## src/rtl/pia_pkg.sv

```systemverilog
`timescale 1ns / 1ps

package pia_pkg;

    // Request codes
    localparam logic [2:0] REQ_READ    = 3'd0;
    localparam logic [2:0] REQ_WRITE   = 3'd1;
    localparam logic [2:0] REQ_PEEK    = 3'd2;
    localparam logic [2:0] REQ_CA1     = 3'd3;
    localparam logic [2:0] REQ_CA2     = 3'd4;
    localparam logic [2:0] REQ_CB1     = 3'd5;
    localparam logic [2:0] REQ_CB2     = 3'd6;

    // Port write report codes
    localparam logic [1:0] PW_NONE     = 2'd0;
    localparam logic [1:0] PW_PORT_A   = 2'd1;
    localparam logic [1:0] PW_PORT_B   = 2'd2;

    // Interrupt action codes
    localparam logic [1:0] IRQ_NONE    = 2'd0;
    localparam logic [1:0] IRQ_ASSERT  = 2'd1;
    localparam logic [1:0] IRQ_RELEASE = 2'd2;

    // Control register masks
    localparam logic [7:0] CR_FLAG_MASK = 8'hc0;
    localparam logic [7:0] CR_WR_MASK   = 8'h3f;

    // Architectural state of the adapter
    typedef struct packed {
        logic [7:0] ctrl_a;
        logic [7:0] ctrl_b;
        logic [7:0] latch_a;
        logic [7:0] latch_b;
        logic [7:0] dir_a;
        logic [7:0] dir_b;
        logic       line_ca2;
        logic       line_cb2;
        logic [7:0] drive_a;
        logic [7:0] drive_b;
    } pia_state_t;

    localparam pia_state_t PIA_STATE_RESET = '{
        ctrl_a:   8'h00,
        ctrl_b:   8'h00,
        latch_a:  8'h00,
        latch_b:  8'h00,
        dir_a:    8'h00,
        dir_b:    8'h00,
        line_ca2: 1'b1,
        line_cb2: 1'b1,
        drive_a:  8'hff,
        drive_b:  8'hff
    };

    // One accepted item
    typedef struct packed {
        logic [2:0] req_type;
        logic [1:0] addr;
        logic [7:0] wdata;
        logic       edge_rising;
        logic [7:0] pins_a;
        logic [7:0] pins_b;
    } pia_req_t;

    // One result item
    typedef struct packed {
        logic [7:0] rdata;
        logic [7:0] port_a_drive;
        logic [7:0] port_b_drive;
        logic [1:0] port_write;
        logic       ca2_level;
        logic       cb2_level;
        logic [1:0] cx2_pulsed;
        logic [1:0] irq_action;
    } pia_rsp_t;

endpackage

```

## src/rtl/pia_step.sv

```systemverilog
`timescale 1ns / 1ps

module pia_step
    import pia_pkg::*;
(
    input  pia_state_t state_cur,
    input  pia_req_t   req,
    output pia_state_t state_upd,
    output pia_rsp_t   rsp
);

    // Pins merged with the latch by direction
    function automatic logic [7:0] merge_port(input logic [7:0] pins,
                                              input logic [7:0] latch,
                                              input logic [7:0] dir);
        merge_port = (pins & ~dir) | (latch & dir);
    endfunction

    // Register file read, no side effects
    function automatic logic [7:0] read_reg(input pia_state_t s,
                                            input logic [1:0] a,
                                            input logic [7:0] pa,
                                            input logic [7:0] pb);
        logic [7:0] v;
        if (a[1]) begin
            if (a[0])
                v = s.ctrl_b;
            else if (s.ctrl_b[2])
                v = merge_port(pb, s.latch_b, s.dir_b);
            else
                v = s.dir_b;
        end
        else begin
            if (a[0])
                v = s.ctrl_a;
            else if (s.ctrl_a[2])
                v = merge_port(pa, s.latch_a, s.dir_a);
            else
                v = s.dir_a;
        end
        read_reg = v;
    endfunction

    pia_state_t n;
    logic [7:0] rdata;
    logic [1:0] pwrite;
    logic [1:0] pulsed;
    logic [1:0] irq;
    logic       strobe;

    always_comb
    begin
        n      = state_cur;
        rdata  = 8'h00;
        pwrite = PW_NONE;
        pulsed = 2'b00;
        irq    = IRQ_NONE;
        strobe = 1'b0;

        unique case (req.req_type)
            REQ_READ:
            begin
                rdata = read_reg(state_cur, req.addr, req.pins_a, req.pins_b);
                // Data read: clear flags, release interrupt, A read strobe
                if (req.addr[1]) begin
                    if (!req.addr[0] && state_cur.ctrl_b[2]) begin
                        n.ctrl_b = state_cur.ctrl_b & CR_WR_MASK;
                        irq      = IRQ_RELEASE;
                    end
                end
                else if (!req.addr[0] && state_cur.ctrl_a[2]) begin
                    if (state_cur.ctrl_a[5:4] == 2'b10) begin
                        n.line_ca2 = state_cur.ctrl_a[3];
                        pulsed[0]  = state_cur.ctrl_a[3];
                    end
                    n.ctrl_a = state_cur.ctrl_a & CR_WR_MASK;
                    irq      = IRQ_RELEASE;
                end
            end
            REQ_WRITE:
            begin
                if (req.addr[1]) begin
                    if (req.addr[0]) begin
                        // Control B write
                        n.ctrl_b = (state_cur.ctrl_b & CR_FLAG_MASK)
                                 | (req.wdata & CR_WR_MASK);
                        if (req.wdata[5] && req.wdata[4])
                            n.line_cb2 = req.wdata[3];
                    end
                    else begin
                        // Port B data or direction write, write strobe
                        if (state_cur.ctrl_b[2]) begin
                            n.latch_b = req.wdata;
                            strobe    = (state_cur.ctrl_b[5:4] == 2'b10);
                        end
                        else begin
                            n.dir_b = req.wdata;
                        end
                        n.drive_b = n.latch_b | ~n.dir_b;
                        pwrite    = PW_PORT_B;
                        if (strobe) begin
                            n.line_cb2 = state_cur.ctrl_b[3];
                            pulsed[1]  = state_cur.ctrl_b[3];
                        end
                    end
                end
                else begin
                    if (req.addr[0]) begin
                        // Control A write
                        n.ctrl_a = (state_cur.ctrl_a & CR_FLAG_MASK)
                                 | (req.wdata & CR_WR_MASK);
                        if (req.wdata[5] && req.wdata[4])
                            n.line_ca2 = req.wdata[3];
                    end
                    else begin
                        // Port A data or direction write
                        if (state_cur.ctrl_a[2])
                            n.latch_a = req.wdata;
                        else
                            n.dir_a = req.wdata;
                        n.drive_a = n.latch_a | ~n.dir_a;
                        pwrite    = PW_PORT_A;
                    end
                end
            end
            REQ_PEEK:
            begin
                rdata = read_reg(state_cur, req.addr, req.pins_a, req.pins_b);
            end
            REQ_CA1:
            begin
                // Active edge sets flag, ends handshake
                if (req.edge_rising == state_cur.ctrl_a[1]) begin
                    if (state_cur.ctrl_a[5:3] == 3'b100)
                        n.line_ca2 = 1'b1;
                    n.ctrl_a[7] = 1'b1;
                    if (state_cur.ctrl_a[0])
                        irq = IRQ_ASSERT;
                end
            end
            REQ_CB1:
            begin
                if (req.edge_rising == state_cur.ctrl_b[1]) begin
                    if (state_cur.ctrl_b[5:3] == 3'b100)
                        n.line_cb2 = 1'b1;
                    n.ctrl_b[7] = 1'b1;
                    if (state_cur.ctrl_b[0])
                        irq = IRQ_ASSERT;
                end
            end
            REQ_CA2:
            begin
                // Only when CA2 is an input
                if (!state_cur.ctrl_a[5] && req.edge_rising == state_cur.ctrl_a[4]) begin
                    n.ctrl_a[6] = 1'b1;
                    if (state_cur.ctrl_a[3])
                        irq = IRQ_ASSERT;
                end
            end
            REQ_CB2:
            begin
                if (!state_cur.ctrl_b[5] && req.edge_rising == state_cur.ctrl_b[4]) begin
                    n.ctrl_b[6] = 1'b1;
                    if (state_cur.ctrl_b[3])
                        irq = IRQ_ASSERT;
                end
            end
            default:
            begin
                // unused request code: no-op
            end
        endcase
    end

    assign state_upd = n;

    // Result item from the updated state
    always_comb
    begin
        rsp.rdata        = rdata;
        rsp.port_a_drive = n.drive_a;
        rsp.port_b_drive = n.drive_b;
        rsp.port_write   = pwrite;
        rsp.ca2_level    = n.line_ca2;
        rsp.cb2_level    = n.line_cb2;
        rsp.cx2_pulsed   = pulsed;
        rsp.irq_action   = irq;
    end

endmodule

```

## src/rtl/peripheral_interface_adapter.sv

```systemverilog
`timescale 1ns / 1ps

// Two-port parallel interface adapter with a valid/stall request channel and
// a valid/stall result channel. Each request item is a bus read, bus write,
// peek, or an edge event on CA1, CA2, CB1 or CB2; each yields one result item
// carrying read data, the driven port values, CA2/CB2 levels, strobe pulses
// and the interrupt action.
// An item is captured in the input register, evaluated by shallow logic
// against the register state and written to the result register when it
// advances. Throughput is one item per cycle while the receiver does not
// stall; the state update of one item is visible to the next item in the
// following cycle, so items stream back to back.
// When the receiver stalls, the result register holds its item; the next
// item waits in the input register and req_stall rises only once both are
// full, so at most two items are in flight.
// Reset clears control and data registers, sets CA2/CB2 high and both
// port drives to 0xff, and empties both pipeline registers.
module peripheral_interface_adapter
    import pia_pkg::*;
(
    input  logic       clk,
    input  logic       rst_n,
    input  logic       req_valid,
    output logic       req_stall,
    input  logic [2:0] req_type,
    input  logic [1:0] addr,
    input  logic [7:0] wdata,
    input  logic       edge_rising,
    input  logic [7:0] pins_a,
    input  logic [7:0] pins_b,
    output logic       rsp_valid,
    input  logic       rsp_stall,
    output logic [7:0] rdata,
    output logic [7:0] port_a_drive,
    output logic [7:0] port_b_drive,
    output logic [1:0] port_write,
    output logic       ca2_level,
    output logic       cb2_level,
    output logic [1:0] cx2_pulsed,
    output logic [1:0] irq_action
);

    pia_state_t state_reg;
    pia_state_t state_next;
    pia_req_t   req_reg;
    logic       req_valid_reg;
    pia_rsp_t   rsp_reg;
    pia_rsp_t   rsp_next;
    logic       rsp_valid_reg;
    logic       advance;
    logic       req_take;

    // Pipeline control
    assign advance   = req_valid_reg && (!rsp_valid_reg || !rsp_stall);
    assign req_stall = req_valid_reg && !advance;
    assign req_take  = req_valid && !req_stall;

    pia_step u_step (
        .state_cur (state_reg),
        .req       (req_reg),
        .state_upd (state_next),
        .rsp       (rsp_next)
    );

    // Input register
    always_ff @(posedge clk or negedge rst_n)
    begin
        if (!rst_n) begin
            req_valid_reg <= 1'b0;
        end
        else if (req_take) begin
            req_valid_reg <= 1'b1;
        end
        else if (advance) begin
            req_valid_reg <= 1'b0;
        end
    end

    always_ff @(posedge clk)
    begin
        if (req_take) begin
            req_reg.req_type    <= req_type;
            req_reg.addr        <= addr;
            req_reg.wdata       <= wdata;
            req_reg.edge_rising <= edge_rising;
            req_reg.pins_a      <= pins_a;
            req_reg.pins_b      <= pins_b;
        end
    end

    // Adapter state commits as the item moves to the result register
    always_ff @(posedge clk or negedge rst_n)
    begin
        if (!rst_n) begin
            state_reg <= PIA_STATE_RESET;
        end
        else if (advance) begin
            state_reg <= state_next;
        end
    end

    // Result register
    always_ff @(posedge clk or negedge rst_n)
    begin
        if (!rst_n) begin
            rsp_valid_reg <= 1'b0;
        end
        else if (advance) begin
            rsp_valid_reg <= 1'b1;
        end
        else if (!rsp_stall) begin
            rsp_valid_reg <= 1'b0;
        end
    end

    always_ff @(posedge clk)
    begin
        if (advance) begin
            rsp_reg <= rsp_next;
        end
    end

    assign rsp_valid    = rsp_valid_reg;
    assign rdata        = rsp_reg.rdata;
    assign port_a_drive = rsp_reg.port_a_drive;
    assign port_b_drive = rsp_reg.port_b_drive;
    assign port_write   = rsp_reg.port_write;
    assign ca2_level    = rsp_reg.ca2_level;
    assign cb2_level    = rsp_reg.cb2_level;
    assign cx2_pulsed   = rsp_reg.cx2_pulsed;
    assign irq_action   = rsp_reg.irq_action;

`ifndef SYNTH
    // Drive values always track latch and direction
    a_drive_a_consistent: assert property (@(posedge clk) disable iff (!rst_n)
        state_reg.drive_a == (state_reg.latch_a | ~state_reg.dir_a))
        else $error("port A drive out of step with latch and direction");

    a_drive_b_consistent: assert property (@(posedge clk) disable iff (!rst_n)
        state_reg.drive_b == (state_reg.latch_b | ~state_reg.dir_b))
        else $error("port B drive out of step with latch and direction");

    // A pulsed strobe ends with the line high
    a_pulse_ends_high: assert property (@(posedge clk) disable iff (!rst_n)
        rsp_valid_reg |-> ((!rsp_reg.cx2_pulsed[0] || rsp_reg.ca2_level)
                        && (!rsp_reg.cx2_pulsed[1] || rsp_reg.cb2_level)))
        else $error("strobe pulse reported but line left low");

    // A result item reports one port at most and a legal interrupt action
    a_one_port_write: assert property (@(posedge clk) disable iff (!rst_n)
        rsp_valid_reg |-> (rsp_reg.port_write != 2'd3 && rsp_reg.irq_action != 2'd3))
        else $error("illegal port write or interrupt code");
`endif

endmodule
```

## config.mk

```make
export PLATFORM = sky130hd
export DESIGN_NAME = peripheral_interface_adapter
export DESIGN_NICKNAME = d
export VERILOG_FILES = /design/src/rtl/pia_pkg.sv /design/src/rtl/pia_step.sv /design/src/rtl/peripheral_interface_adapter.sv
export SDC_FILE = /design/constraint.sdc
export NUM_CORES = 1
export LEC_CHECK = 0
export BUFFER_PORTS_ARGS = -buffer_cell sky130_fd_sc_hd__buf_4
export CAP_MARGIN = 20
export CORE_AREA = 2 2 143 145
export DETAILED_ROUTE_END_ITERATION = 8
export DIE_AREA = 0 0 145 147
export PLACE_DENSITY_LB_ADDON = 0.05
export SYNTH_ARGS = -nofsm -noshare
export SYNTH_HDL_FRONTEND = slang
export SYNTH_SLANG_ARGS = --single-unit
```

## constraint.sdc

```tcl
create_clock -name clk -period 2 [get_ports clk]
set_input_delay 0.1 -clock clk [delete_from_list [all_inputs] [get_ports clk]]
set_output_delay 0.1 -clock clk [all_outputs]
set_load 0.02 [all_outputs]
```

==> impl_metrics.csv, run 1 <==
group,metric,value,unit
place,port_buffers,67,
yosys,yosysTopAreaCell,"edfxtp_1",
cts,clk_path_buf_depth,2,
global_route,grt_max_degree,40,
yosys,synthTopCellsByArea,"edfxtp_1, dfrtp_1, mux2_2",
cts,root_buffer,"clkbuf_16",
timing,finalCriticalPeriod,1.92,ns
power,p_leak,3.29,nW
worst_setup_path,path_class,"reg2reg",
worst_setup_path,arrival,2.09,ns
place,dpl.cell_count,775,
power,max-vdd-ir-drop,0.597,mV
die,die_w,145,um
cells_and_area,fillers,1896,
power,share_comb_of_total_power,17.7,%
power,p_clk_share,36.9,%
yosys,synth-simple-area-share,8.49,%
power,swShare,27.5,%
worst_setup_path,start_kind,"register",
outcome,outcome,"completed",
yosys,synth_nets,462,
detailed_routing,firstDrtPassIters,4,
detailed_routing,postRouteAntennaNets,0,
global_route,overflow,0,
detailed_routing,vias_per_cell,4.76,
timing,hold_viol,0,
cells_and_area,mostFrequentLayoutCell,"buf_4",
cells_and_area,largest_reg_flops,66,
yosys,async_flop_share,52.3,%
timing,fin_crit_sh,95.8,%
timing,fin_skew,0.00917,ns
yosys,yosysUniqueCellTypes,50,
power,seqPwrFrac,45.4,%
yosys,synthesis.area,0.00585,mm^2
timing,rsz0062_at_grt,"yes",
cts,clk_pin_slew,0.06,ns
global_route,grt_pass1_vias,3991,
cts,insertion_delay,0.42,ns
detailed_routing,wl_per_cell,18.1,um
place,place.gp.congestion,0.812,
detailed_routing,wl,15200,um
yosys,synth_top_family_by_area,"multiplexers",
timing,fmax,522,MHz
cells_and_area,area_growth,32.7,%
timing,setup_viol,0,
global_route,antenna_found_initial,0,
flow_run,cap_violations,0,
yosys,synth.avg_cell_area,13.7,um^2
yosys,ys_seq_area_share,61.3,%
die,coreArea,0.0198,mm^2
cts,numClockSinks,130,
yosys,synth_compound_area_share,8.38,%
cells_and_area,multi_input_area,0.00206,mm^2
cells_and_area,fin_nets,591,
die,ios,68,
timing,slew_viol_final,0,
timing,slew_headroom,63.4,%
place,place_area,0.00688,mm^2
power,p_switching,2.17,mW
cts,htree_num_levels,4,
yosys,synth_seq_cells,130,
die,dieArea,0.0213,mm^2
worst_setup_path,required,2.17,ns
cells_and_area,seq_area,0.00359,mm^2
detailed_routing,vias,3997,
die,initial_utilization,29.5,%
cells_and_area,n_antenna_cell,0,
timing,tightest_slew,0.549,ns
cells_and_area,final_area,0.00777,mm^2
yosys,synth_top_area_share,31.8,%
die,num_rows,52,
cells_and_area,final_cell_mix,"buf_4, edfxtp_1, mux2_2, dfrtp_1, dlygate4sd3_1",
yosys,synth_mux_area_share,17.5,%
yosys,synth_top_flop_cell,"edfxtp_1",
worst_setup_path,path_max_fanout,10,
cells_and_area,finalNonFillerCells,840,
place,dp_hpwl,10900,um
yosys,synth_edf_count,62,
global_route,grt_pass1_wl,23900,um
die,die_h,147,um
yosys,yosysWarnings,0,
yosys,synth_xor_area_share,0.599,%
global_route,grt_usage,14.9,%
power,p_int,5.71,mW
cells_and_area,drive_gt1_share,38.6,%
detailed_routing,route.detailed.drc,0,
power,power.density,1010,mW/mm^2
yosys,syn_inst,428,
cts,cts_made_buffers,17,
cts,cts_tree,"yes",
worst_setup_path,cp-end-kind,"register",
yosys,yosys.area_share.adder,0,%
hold_path,hold_class,"in2async",
detailed_routing,drt_iter0_drc,255,
## cell usage after synthesis (4+ instances only)
| library cell | instances |
|---|---|
| nor2_1 | 15 |
| inv_1 | 28 |
| nand3_1 | 4 |
| mux2_4 | 8 |
| buf_2 | 10 |
| o21ai_0 | 5 |
| mux4_2 | 5 |
| edfxtp_1 | 62 |
| a21oi_1 | 28 |
| and2_1 | 8 |
| mux2_2 | 55 |
| a31oi_1 | 25 |
| nand2_1 | 9 |
| buf_6 | 4 |
| dfrtp_1 | 50 |
| a41oi_1 | 4 |
| mux2i_1 | 17 |
| nor3_1 | 17 |
| dfstp_2 | 18 |
| a311oi_1 | 4 |
## logic make-up after synthesis
kind of cell              after synthesis
buffers and inverters                  48
AOI/OAI and AO/OA                      77
and+or+nand+nor                        84
xor gates and xnor gates                4
DFF                                   130
muxes                                  85
## per-layer routing
metal  track usage [%]  share of wire, %  vias up
li1                  -                 -     1868
met1              21.1                50     2023
met2              22.4                45       88
met3              3.11               3.0       18
met4              5.74               1.6        0
met5                 0                 0        -
## power groups by stage
stage          Clock (mW)  Combinational, mW  Sequential (mW)
4_1_cts              3.01               1.41             3.58
5_1_grt              3.11               1.52             3.63
6_report             2.91               1.39             3.58
2_1_floorplan           0              0.768             3.64
3_5_place_dp            0               1.35             3.62
3_3_place_gp            0               1.35             3.62
## through the flow
stage | worst slack (ns) | hold WS (ns) | util (%) | power [mW] | TNS (ns)
floorplan | 0.166 | -0.196 | - | 4.40 | 0
global placement | 0.116 | 0.137 | 34.7 | 4.96 | 0
detailed placement | 0.0856 | 0.133 | 34.7 | 4.98 | 0
CTS | 0.0797 | 0.223 | 39.1 | 7.99 | 0
global route | -0.0000135 | 0.247 | 39.1 | 8.26 | -0.0000135
finish | 0.0839 | 0.207 | 39.1 | 7.88 | 0
## timing repair
| item | CTS | global route |
|---|---|---|
| buffers inserted | 0 | 0 |
| hold buffers | 33 | 0 |
| setup endpoints to repair | 0 | 2 |
| hold endpoints to repair | 59 | 0 |
| gates resized for setup | 0 | 1 |
## area by class of cell
cell class              count  share of cell area [%]
flip-flops and latches    130                    46.2
multi-input cells         250                    26.5
repair buffers            130                    14.6
clock buffers              19                    5.57
well taps                 270                    4.35
clock inverters            13                    1.45
inverters                  28                    1.35
## worst max-delay path: stages, from the launching register on
cell      delay [ns]
edfxtp_1        0.51
nor3_4          0.31
nand3_1         0.15
inv_1           0.20
buf_12          0.17
mux2_2          0.33
## worst paths after layout
kind | slack (ns) | cells past startpoint | startpoint | end
setup / recovery | 0.08 | 5 | req_reg[29]$_DFFE_PP_ | port_b_drive[6]$_DFFE_PP_
hold / removal | 0.21 | 2 | rst_n | state_reg[46]$_DFFE_PN0P_
setup reg to reg | 0.08 | 5 | req_reg[29]$_DFFE_PP_ | port_b_drive[6]$_DFFE_PP_
hold reg to reg | 0.48 | 1 | req_valid_reg$_DFFE_PN0P_ | rsp_valid$_DFFE_PN0P_
max in group asynchronous | 1.12 | 3 | rst_n | state_reg[4]$_DFFE_PN1P_
min in group clk | 0.39 | 2 | pins_a[4] | req_reg[12]$_DFFE_PP_
Note: power is estimated with default switching activity, not from simulation.
==> inputs of run 2 (changes only) <==
Settings changed: CORE_AREA 2 2 143 145 to 2 2 122 171, DIE_AREA 0 0 145 147 to 0 0 124 173.
==> impl_metrics.csv, run 2 (synthesis results as in run 1) <==
group,metric,value,unit
timing,hold_viol,0,
timing,rsz0062_at_grt,"no",
global_route,grt_max_degree,39,
cells_and_area,n_antenna_cell,0,
worst_setup_path,setup.worst_path.start,"state_reg[60]$_DFFE_PN0P_",
cells_and_area,mostFrequentLayoutCell,"buf_4",
timing,slew_headroom,70.9,%
cts,htree_num_levels,4,
cells_and_area,area_growth,33.8,%
worst_setup_path,r2r_slack,0.09,ns
flow_run,cap_violations,0,
worst_setup_path,critPathSlowestCell,"dfrtp_1",
cells_and_area,post-route-util,39.5,%
detailed_routing,route.detailed.drc,0,
cts,cts_made_buffers,17,
timing,timing.final.ws_setup,0.0865,ns
cells_and_area,multi_input_area,0.00205,mm^2
worst_setup_path,crit_chain,"buf_4, a31oi_1, mux4_2, and2_1",
power,max-vdd-ir-drop,0.525,mV
die,ios,68,
global_route,grt_pass1_wl,24800,um
worst_setup_path,path_class,"reg2reg",
detailed_routing,vias_per_cell,4.82,
global_route,antenna_found_initial,0,
worst_setup_path,cp-endpoint,"rdata[7]$_SDFFCE_PN0P_",
timing,fin_skew,0.00882,ns
detailed_routing,firstDrtPassIters,4,
cells_and_area,largest_reg_flops,66,
power,p_leak,3.35,nW
worst_setup_path,cp-end-kind,"register",
worst_setup_path,required,2.17,ns
timing,setup_tns,0,ns
detailed_routing,wl,16000,um
worst_setup_path,cp_slowest_stage_delay,0.54,ns
die,die_w,124,um
worst_setup_path,start_kind,"register",
worst_setup_path,reg2reg_to,"rdata[7]$_SDFFCE_PN0P_",
detailed_routing,drt_iter0_drc,194,
timing,finalCriticalPeriod,1.91,ns
timing,slew_viol_final,0,
cts,numClockSinks,130,
outcome,outcome,"completed",
worst_setup_path,arrival,2.08,ns
timing,fin_crit_sh,95.7,%
die,num_rows,61,
worst_setup_path,path_max_fanout,19,
global_route,overflow,0,
worst_setup_path,worstReg2RegStart,"state_reg[60]$_DFFE_PN0P_",
cells_and_area,fin_nets,594,
power,p_total,8.24,mW
die,die_h,173,um
cells_and_area,drive_gt1_share,39.1,%
detailed_routing,vias,3976,
cts,clk_path_buf_depth,2,
place,dp_hpwl,11500,um
cts,root_buffer,"clkbuf_16",
place,place.gp.congestion,0.846,
timing,fmax,523,MHz
cts,cts_tree,"yes",
die,dieArea,0.0215,mm^2
detailed_routing,wl_per_cell,19.4,um
detailed_routing,postRouteAntennaNets,0,
worst_setup_path,reg2reg_depth,4,
place,place_area,0.00688,mm^2
global_route,grt_usage,16.0,%
global_route,grt_pass1_vias,4175,
timing,tightest_slew,0.435,ns
hold_path,hold_class,"in2async",
cells_and_area,final_area,0.00783,mm^2
place,dp_slack,0.105,ns
cts,insertion_delay,0.42,ns
power,power.density,1050,mW/mm^2
timing,setup_viol,0,
place,port_buffers,67,
cells_and_area,fillers,1926,
cells_and_area,final_cell_mix,"buf_4, edfxtp_1, mux2_2, dfrtp_1, dlygate4sd3_1",
cts,clk_pin_slew,0.06,ns
die,initial_utilization,29.5,%
cells_and_area,seq_area,0.00359,mm^2
die,coreArea,0.0198,mm^2
[run 2: where the power goes]
part / switching [mW] / internal, mW
clock: 1.18 / 2.08
sequential: 0.275 / 3.31
combinational: 0.691 / 0.705
[run 2: worst max-delay path: cells and delay by family (launching register included)]
family | cells | cell delay [ns]
buf+inv | 1 | 0.31
mux | 1 | 0.48
compound gates | 1 | 0.15
simple gates | 1 | 0.18
flops | 1 | 0.54
[run 2: cell type report]
class	count	area share, %
Tap cell	252	4.03
Clock buffer	18	5.48
Clock inverter	14	2.38
Inverter	28	1.34
Timing Repair Buffer	133	14.8
Multi-Input combinational cell	250	26.2
Sequential cell	130	45.8
[run 2: worst min-delay path by stage]
stage                     startpoint                   endpoint  cells after the start
after floorplan                rst_n  req_valid_reg$_DFFE_PN0P_                      0
after global placement         rst_n  state_reg[54]$_DFFE_PN0P_                      1
after detailed placement       rst_n  state_reg[54]$_DFFE_PN0P_                      1
after CTS                      rst_n  state_reg[54]$_DFFE_PN0P_                      2
after global routing           rst_n  state_reg[54]$_DFFE_PN0P_                      2
final                          rst_n  state_reg[54]$_DFFE_PN0P_                      2
[run 2: routing by layer]
metal / track usage [%] / part of all wire, % / wire [um]
met2: 27.0 / 53 / 8430
met3: 3.69 / 3.4 / 538
met1: 19.3 / 41 / 6590
met5: 0 / 0 / 0
met4: 6.88 / 2.8 / 450
[run 2: timing repair]
| action | CTS | global route |
|---|---|---|
| setup buffers | 0 | 0 |
| hold endpoints to repair | 84 | 0 |
| hold buffers | 33 | 0 |
| gates resized for setup | 0 | 0 |
[run 2: metrics by stage]
| stage | hold slack, ns | std cells |
|---|---|---|
| after floorplan | -0.196 | 428 |
| after global placement | 0.0189 | 760 |
| after detailed placement | 0.0185 | 760 |
| after CTS | 0.115 | 825 |
| after global routing | 0.135 | 825 |
| final | 0.110 | 825 |
==> inputs of run 3 (changes only) <==
Settings changed: PLACE_DENSITY_LB_ADDON 0.05 to unset.
==> impl_metrics.csv, run 3 (synthesis results as in run 1) <==
group,metric,value,unit
outcome,outcome,"completed",
flow_run,cap_violations,0,
detailed_routing,wl_per_cell,18.1,um
timing,slew_headroom,63.6,%
worst_setup_path,arrival,2.21,ns
place,dp_hpwl,10700,um
timing,fin_skew,0.0110,ns
cells_and_area,finalNonFillerCells,823,
global_route,grt_usage,14.3,%
cells_and_area,fillers,1871,
cells_and_area,area_growth,32.7,%
cells_and_area,drive_gt1_share,39.2,%
timing,rsz0062_at_grt,"no",
power,max-vdd-ir-drop,0.397,mV
power,power.density,1030,mW/mm^2
timing,slew_viol_final,0,
detailed_routing,postRouteAntennaNets,0,
timing,fin_crit_sh,95.1,%
worst_setup_path,worstReg2RegStart,"req_reg[29]$_DFFE_PP_",
worst_setup_path,reg2reg_depth,5,
cts,insertion_delay,0.42,ns
cts,htree_num_levels,4,
cells_and_area,fin_nets,592,
global_route,overflow,0,
cells_and_area,largest_reg_flops,66,
detailed_routing,wl,14900,um
cts,clk_path_buf_depth,2,
cts,numClockSinks,130,
global_route,antenna_found_initial,0,
worst_setup_path,path_max_fanout,8,
worst_setup_path,path_class,"reg2reg",
cts,cts_made_buffers,17,
hold_path,hold_class,"in2async",
worst_setup_path,required,2.30,ns
worst_setup_path,r2r_slack,0.1,ns
die,dieArea,0.0215,mm^2
die,coreArea,0.0198,mm^2
detailed_routing,route.detailed.drc,0,
cells_and_area,post-route-util,39.1,%
global_route,grt_pass1_vias,4117,
timing,tightest_slew,0.546,ns
worst_setup_path,reg2reg_to,"state_reg[19]$_DFFE_PN0P_",
detailed_routing,vias_per_cell,4.79,
power,p_leak,3.32,nW
die,die_h,173,um
cells_and_area,mostFrequentLayoutCell,"buf_4",
cells_and_area,n_antenna_cell,0,
place,place.gp.congestion,0.817,
place,port_buffers,67,
worst_setup_path,start_kind,"register",
timing,hold_ws,0.212,ns
die,initial_utilization,29.5,%
timing,fmax,526,MHz
cells_and_area,multi_input_area,0.00206,mm^2
global_route,grt_max_degree,42,
cts,root_buffer,"clkbuf_16",
cts,clk_pin_slew,0.06,ns
place,dpl.cell_count,758,
die,ios,68,
global_route,grt_pass1_wl,23000,um
timing,setup_viol,0,
detailed_routing,drt_iter0_drc,198,
die,die_w,124,um
worst_setup_path,cp-end-kind,"register",
timing,setup_tns,0,ns
cts,cts_tree,"yes",
detailed_routing,vias,3942,
detailed_routing,firstDrtPassIters,4,
die,num_rows,61,
cells_and_area,seq_area,0.00359,mm^2
cells_and_area,final_cell_mix,"buf_4, edfxtp_1, mux2_2, dfrtp_1, dlygate4sd3_1",
timing,finalCriticalPeriod,1.90,ns
timing,hold_viol,0,
-- run 3: changes by cell type in the layout (fill, tap and decap cells not counted), sizes merged --
cell / before / now
bufinv: 4 / 1
clkinv: 6 / 5
clkbuf: 18 / 19
buf: 100 / 98
inv: 30 / 33
-- run 3: repair_timing --
| item | 4_1_cts | 5_1_grt |
|---|---|---|
| setup buffers | 0 | 0 |
| endpoints found under the hold margin | 59 | 0 |
| hold buffers | 33 | 0 |
| endpoints found under the setup margin | 0 | 10 |
| resized for setup | 0 | 1 |
-- run 3: area by class of cell --
type	count	share of cell area, %
Tap cell	252	4.06
Sequential cell	130	46.2
Clock inverter	13	1.59
Timing Repair Buffer	131	14.5
Multi-Input combinational cell	250	26.5
Clock buffer	19	5.83
Inverter	28	1.35
-- run 3: power by group --
| part | total, mW | internal, mW | switching, mW |
|---|---|---|---|
| clock network | 3.01 | 1.79 | 1.22 |
| logic | 1.41 | 0.705 | 0.701 |
| registers | 3.57 | 3.31 | 0.262 |
| total | 7.98 | 5.80 | 2.18 |
-- run 3: worst max-delay path by stage --
stage | startpoint | to | slack (ns) | cells after the start
after floorplan | rsp_valid$_DFFE_PN0P_ | state_reg[65]$_DFFE_PN0P_ | 0.17 | 5
after global placement | req_reg[29]$_DFFE_PP_ | port_b_drive[7]$_DFFE_PP_ | 0.12 | 5
after detailed placement | req_reg[29]$_DFFE_PP_ | port_b_drive[1]$_DFFE_PP_ | 0.09 | 5
after CTS | req_reg[29]$_DFFE_PP_ | port_b_drive[7]$_DFFE_PP_ | 0.08 | 5
after global routing | req_reg[29]$_DFFE_PP_ | state_reg[19]$_DFFE_PN0P_ | 0.01 | 5
final | req_reg[29]$_DFFE_PP_ | state_reg[19]$_DFFE_PN0P_ | 0.1 | 5
-- run 3: routing by layer --
layer | global-route usage (%) | vias up | part of all wire (%) | wire length [um]
met5 | 0 | - | 0 | 0
li1 | - | 1868 | - | -
met4 | 5.43 | 0 | 1.6 | 238
met2 | 25.1 | 81 | 53 | 7920
met3 | 2.84 | 13 | 4.4 | 661
met1 | 17.0 | 1980 | 41 | 6050
-- run 3: critical path, cell delays in order, from the launching register on --
cell and delay, ns:
edfxtp_1 0.43, nor3_4 0.30, nand3_1 0.21, inv_1 0.20, nand3_2 0.28, mux2_2 0.36
-- run 3: through the flow --
step	setup slack, ns	power, mW	area (um^2)
final	0.0972	7.98	7770
after global routing	0.0123	8.32	7770
after CTS	0.0786	8.06	7760
after detailed placement	0.0864	4.98	6860
after global placement	0.121	4.94	6860
after floorplan	0.166	4.40	5850
